### src/rtl/core/crcf_pkg.sv
// Package for the CRC-8 frame codec: word types, field layout and the CRC network.
`timescale 1ns / 1ps

package crcf_pkg;

  localparam int SOURCE_BITS  = 4;
  localparam int LENGTH_BITS  = 16;
  localparam int PAYLOAD_BITS = 32;

  localparam int FRAME_BITS = 64;
  localparam int START_BITS = 4;
  localparam int CRC_POS    = 56;
  localparam int CRC_BITS   = 8;

  localparam logic [START_BITS-1:0] START_CODE = 4'hD;
  localparam logic [CRC_BITS-1:0]   CRC_POLY   = 8'h07;

  localparam int SRC_POS = START_BITS;
  localparam int LEN_POS = SRC_POS + SOURCE_BITS;
  localparam int PAY_POS = LEN_POS + LENGTH_BITS;

  typedef enum logic {
    REQ_ENCODE = 1'b0,
    REQ_DECODE = 1'b1
  } req_type_t;

  typedef enum logic [1:0] {
    STATUS_OK        = 2'd0,
    STATUS_BAD_START = 2'd1,
    STATUS_BAD_CRC   = 2'd2
  } status_t;

  typedef struct packed {
    req_type_t     req_type;
    logic [63:0]   frame_in;
    logic [3:0]    src_in;
    logic [15:0]   length_in;
    logic [31:0]   payload_in;
  } req_t;

  typedef struct packed {
    logic [63:0]   frame_out;
    status_t       status;
    logic [3:0]    src_out;
    logic [15:0]   length_out;
    logic [31:0]   payload_out;
  } rsp_t;

  function automatic logic [FRAME_BITS-1:0] low_mask(input int w);
    logic [FRAME_BITS-1:0] m;
    m = '0;
    for (int i = 0; i < FRAME_BITS; i++) begin
      if (i < w) m[i] = 1'b1;
    end
    return m;
  endfunction

  localparam logic [FRAME_BITS-1:0] BODY_MASK = low_mask(CRC_POS);
  localparam logic [FRAME_BITS-1:0] SRC_MASK  = low_mask(SOURCE_BITS);
  localparam logic [FRAME_BITS-1:0] LEN_MASK  = low_mask(LENGTH_BITS);
  localparam logic [FRAME_BITS-1:0] PAY_MASK  = low_mask(PAYLOAD_BITS);

  // Column k holds the frame bits that feed CRC bit k; the CRC is linear,
  // so run the serial update once per unit frame at elaboration.
  function automatic logic [CRC_BITS-1:0][FRAME_BITS-1:0] crc_masks();
    logic [CRC_BITS-1:0][FRAME_BITS-1:0] m;
    logic [CRC_BITS-1:0] c;
    m = '0;
    for (int j = 0; j < FRAME_BITS; j++) begin
      c = '0;
      for (int i = 0; i < FRAME_BITS / CRC_BITS; i++) begin
        if ((j >> 3) == i) c = c ^ (8'h01 << (j & 7));
        for (int b = 0; b < CRC_BITS; b++) begin
          c = c[7] ? ((c << 1) ^ CRC_POLY) : (c << 1);
        end
      end
      for (int k = 0; k < CRC_BITS; k++) begin
        m[k][j] = c[k];
      end
    end
    return m;
  endfunction

  localparam logic [CRC_BITS-1:0][FRAME_BITS-1:0] CRC_MASK = crc_masks();

endpackage

### src/rtl/core/crcf_crc8.sv
// CRC-8 (poly 0x07, init 0) over a 64-bit frame as a flat XOR network.
`timescale 1ns / 1ps

module crcf_crc8
  import crcf_pkg::*;
(
  input  logic [FRAME_BITS-1:0] frame,
  output logic [CRC_BITS-1:0]   crc
);

  always_comb begin
    for (int k = 0; k < CRC_BITS; k++) begin
      crc[k] = ^(frame & CRC_MASK[k]);
    end
  end

endmodule

### src/rtl/core/crc8_packet_framer_deframer.sv
// Top level of the CRC-8 frame codec: input stage, codec logic, result stage.
//
//   channel | valid     | stall     | word
//   --------+-----------+-----------+-------------
//   request | req_valid | req_stall | req (req_t)
//   result  | rsp_valid | rsp_stall | rsp (rsp_t)
//
// One word per cycle sustained while the result side does not stall. A request
// loads the input register at the edge that takes it; its result loads the
// result register when the result stage advances. The CRC is one XOR tree per
// CRC bit between the two registers.
// rst is synchronous and clears both valid flags.
// A stall on the result side holds both stages; the request stage still takes
// a word while a finished result waits, and stalls only when both are full.
`timescale 1ns / 1ps

module crc8_packet_framer_deframer
  import crcf_pkg::*;
(
  input  logic clk,
  input  logic rst,
  input  logic req_valid,
  output logic req_stall,
  input  req_t req,
  output logic rsp_valid,
  input  logic rsp_stall,
  output rsp_t rsp
);

  logic  s1_valid;
  req_t  s1;
  logic  advance;
  rsp_t  rsp_next;

  logic [FRAME_BITS-1:0] enc_body;
  logic [FRAME_BITS-1:0] dec_body;
  logic [FRAME_BITS-1:0] crc_body;
  logic [CRC_BITS-1:0]   crc;

  assign advance   = !rsp_valid || !rsp_stall;
  assign req_stall = s1_valid && !advance;

  always_comb begin
    enc_body = {{(FRAME_BITS-START_BITS){1'b0}}, START_CODE}
             | (({60'b0, s1.src_in} & SRC_MASK) << SRC_POS)
             | (({48'b0, s1.length_in} & LEN_MASK) << LEN_POS)
             | (({32'b0, s1.payload_in} & PAY_MASK) << PAY_POS);
    enc_body = enc_body & BODY_MASK;
    dec_body = s1.frame_in & BODY_MASK;
    crc_body = (s1.req_type == REQ_ENCODE) ? enc_body : dec_body;
  end

  crcf_crc8 u_crc (
    .frame (crc_body),
    .crc   (crc)
  );

  always_comb begin
    logic [FRAME_BITS-1:0] src_f;
    logic [FRAME_BITS-1:0] len_f;
    logic [FRAME_BITS-1:0] pay_f;
    src_f    = (dec_body >> SRC_POS) & SRC_MASK;
    len_f    = (dec_body >> LEN_POS) & LEN_MASK;
    pay_f    = (dec_body >> PAY_POS) & PAY_MASK;
    rsp_next = '0;
    if (s1.req_type == REQ_ENCODE) begin
      rsp_next.frame_out = enc_body | ({56'b0, crc} << CRC_POS);
      rsp_next.status    = STATUS_OK;
    end else if (s1.frame_in[START_BITS-1:0] != START_CODE) begin
      rsp_next.status = STATUS_BAD_START;
    end else if (crc != s1.frame_in[CRC_POS +: CRC_BITS]) begin
      rsp_next.status = STATUS_BAD_CRC;
    end else begin
      rsp_next.status      = STATUS_OK;
      rsp_next.src_out     = src_f[3:0];
      rsp_next.length_out  = len_f[15:0];
      rsp_next.payload_out = pay_f[31:0];
    end
  end

  always_ff @(posedge clk) begin
    if (rst) begin
      s1_valid  <= 1'b0;
      rsp_valid <= 1'b0;
    end else begin
      if (advance) begin
        rsp_valid <= s1_valid;
        s1_valid  <= req_valid;
      end else if (!s1_valid) begin
        s1_valid <= req_valid;
      end
    end
  end

  // Payload registers: load the input stage whenever it can take a word.
  always_ff @(posedge clk) begin
    if (advance || !s1_valid) begin
      s1 <= req;
    end
    if (advance) begin
      rsp <= rsp_next;
    end
  end

endmodule

### config.mk
export PLATFORM = sky130hd
export DESIGN_NAME = crc8_packet_framer_deframer
export DESIGN_NICKNAME = d
export VERILOG_FILES = /design/src/rtl/core/crcf_pkg.sv /design/src/rtl/core/crcf_crc8.sv /design/src/rtl/core/crc8_packet_framer_deframer.sv
export SDC_FILE = /design/constraint.sdc
export NUM_CORES = 1
export LEC_CHECK = 0
export ABC_AREA = 0
export BUFFER_PORTS_ARGS = -buffer_cell sky130_fd_sc_hd__buf_4
export CORE_ASPECT_RATIO = 1.2
export CORE_MARGIN = 5
export CORE_UTILIZATION = 55
export CTS_CLUSTER_SIZE = 14
export DETAILED_ROUTE_END_ITERATION = 12
export GPL_ROUTABILITY_DRIVEN = 0
export PLACE_DENSITY = 0.85
export SETUP_SLACK_MARGIN = 0.3
export SLEW_MARGIN = 20
export SYNTH_ARGS = -nofsm -noshare
export SYNTH_HDL_FRONTEND = slang
export SYNTH_SLANG_ARGS = --single-unit
export TNS_END_PERCENT = 100
### constraint.sdc
create_clock -name clk -period 7.3 [get_ports clk]
set_input_delay 0.73 -clock clk [delete_from_list [all_inputs] [get_ports clk]]
set_output_delay 0.73 -clock clk [all_outputs]
set_load 0.01 [all_outputs]
==> results.tsv <==
metric	value	unit
cts hold-fix bufs	0	
Yosys warnings	0	
DRT antenna net count	0	
row cnt	56	
placed cell areas	12800	sq um
DRC Markers	0	
Hold Crit Class	in2reg	
Final Non-Filler Cells	1179	
dpl cells	1138	
CTS sink cnt	234	
DR vias	6209	
DRT Wirelength	26.2	mm
share of cells above drive strength 1	36.8	%
Synth Instances	666	
Slew Limit Headroom	34.8	%
I/O pins	241	
most used cell, CP	xnor3_1	
Die X	138	um
commonest cells after routing, fill and taps aside	buf_4, edfxtp_1, xor2_1	
Final setup viols	0	
final hold violations	0	
sequential cell area fraction in the yosys report	64.4	%
Root Buffer	clkbuf_16	
total iterations of the first detailed-routing run	4	
slowest CP cell	or4_2	
Starting Density	55.7	%
Longest Clk Path Bufs	3	
Post-Syn Area	10900	sq um
WP data required	7.55	ns
Unique masters post-synth	33	
FF+latch count, synth	234	
highest net fanout along the worst path	53	
CTS tree	built	
htree depth	1	
fillers	1318	
Final Skew	0.0101	ns
number of global-route vias before repair	6598	
CP Class	reg2reg	
postcts setup bufs	0	
RSZ-0062 raised after global routing	false	
Crit path largest cell delay	0.63	ns
asr flop ratio synth	0	%
CP arrival	4.47	ns
worst slew pin tran	0.979	ns
commonest non-fill, non-tap cell in the layout	buf_4	
routed length per instance	22.2	um
P per Cell Area	287	nW/um^2
Synth Flop Type	edfxtp_1	
sequential cell area	7010	sq um
area taken by multi-input logic gates	3630	sq um
Post-synth EDFFs	232	
total track usage	22.4	%
VDD IR max	0.000362	V
core footprint	19500	sq um
LEAKAGE	5.59	nW
hold_ws	0.386	ns
crit start category	register	
Final nets	1023	
Slew Viols, Final	0	
CP cell instances	inv_8, mux2i_1, xnor3_1, xnor3_1, xor3_2, xnor2_1, or4_2, buf_4, o21a_1	
CP delay by family, top	XOR/XNOR gates	
HPWL Detailed	19.3	mm
Peak Freq	237	MHz
port buffer count	239	
Initial DRC Count	453	
status	complete, no violations	
Setup crit end kind	register	
Final Cell Area	13500	sq um
clock transition at the registers of the reported paths	0.06	ns
vias per std cell	5.27	
initial antenna violation count	0	
total CTS buffers	23	
die area	22700	sq um
first-pass GRT wire length	38.4	mm
setup TNS	0	ns
largest net degree at the start of global routing	71	
# resized after CTS	0	
maxcap violations	0	
post-layout min period	4.21	ns
syn nets	787	
DIE HEIGHT	164	um
Period Utilization, post-route	57.7	%
Area Growth Syn to Fin	23.7	%
ant diodes	0	
worst skew pair latency	0.50	ns
grt ovf	0	
CP bufs+invs	2	
Syn Area/Cell	16.3	sq um
==> cell families after synthesis <==
kind of cell | count (synthesis) | synth area share, %
AOI/OAI and AO/OA | 12 | 0.575
xor gates and xnor gates | 163 | 18.1
and+or+nand+nor | 179 | 10.4
other | 1 | 0.0345
buffers and inverters | 36 | 2.51
DFF | 234 | 64.4
muxes | 41 | 3.98
==> synth_stat cells (2+ instances only) <==
master	n	share of area [%]
nand2_1	56	1.9
edfxtp_1	232	64
a21oi_1	10	0.46
xnor2_2	2	0.30
nor2_1	13	0.45
mux2i_1	36	3.3
nor3_2	50	4.6
dfxtp_1	2	0.37
clkbuf_1	13	0.45
buf_6	12	1.2
nor3_1	2	0.092
buf_4	4	0.28
nor2b_1	52	3.0
buf_2	2	0.092
mux2_2	2	0.21
xnor2_1	61	4.9
inv_1	2	0.069
mux2i_2	2	0.25
buf_8	2	0.28
xor2_1	62	5.0
xnor3_1	37	7.7
==> sequential cells by signal (all words and copies together), names as in the netlist <==
name	flops
s1	61
rsp_valid	1
rsp	115
s1_valid	1
dec_body	56
==> where the power goes <==
part	internal (mW)	switching [mW]
Sequential	1.59	0.0711
Combinational	0.515	0.634
Clock	0.581	0.472
Total	2.68	1.18
==> routing by layer <==
| metal | vias up | part of all wire [%] | GRT usage (%) |
|---|---|---|---|
| met5 | - | 0 | 0 |
| li1 | 2840 | - | - |
| met3 | 56 | 7.5 | 5.01 |
| met2 | 278 | 53 | 40.3 |
| met1 | 3035 | 36 | 26.3 |
| met4 | 0 | 4.0 | 8.85 |
==> final timing paths <==
kind / startpoint / end / slack, ns / cells past startpoint
setup / recovery: s1[116]$_DFFE_PN_ / rsp[53]$_SDFFCE_PP0P_ / 3.09 / 9
hold / removal: rst / s1_valid$_SDFF_PP0_ / 0.39 / 2
setup reg to reg: s1[116]$_DFFE_PN_ / rsp[53]$_SDFFCE_PP0P_ / 3.09 / 9
hold reg to reg: s1_valid$_SDFF_PP0_ / rsp_valid$_SDFFE_PP0P_ / 0.54 / 2
==> worst reg2reg max path: stages, from the launching register on <==
cell and delay, ns:
edfxtp_1 0.48, inv_8 0.34, mux2i_1 0.38, xnor3_1 0.46, xnor3_1 0.38, xor3_2 0.45, xnor2_1 0.13, or4_2 0.63
buf_4 0.36, o21a_1 0.36
==> stage by stage <==
stage | utilization, % | power, mW | setup WS, ns
5_1_grt | 68.9 | 4.02 | 2.85
2_1_floorplan | - | 2.62 | 2.41
6_report | 68.9 | 3.86 | 3.09
4_1_cts | 68.9 | 3.88 | 3.12
3_5_place_dp | 65.5 | 2.83 | 3.12
3_3_place_gp | 65.5 | 2.80 | 3.24
==> cell type report <==
type,instances,area share (%)
clock inverters,10,0.353
clock buffers,31,4.50
flip-flops and latches,234,52.0
multi-input cells,396,26.9
inverters,3,0.139
well taps,261,2.43
repair buffers,244,13.6
Note: power is estimated with default switching activity, not from simulation.
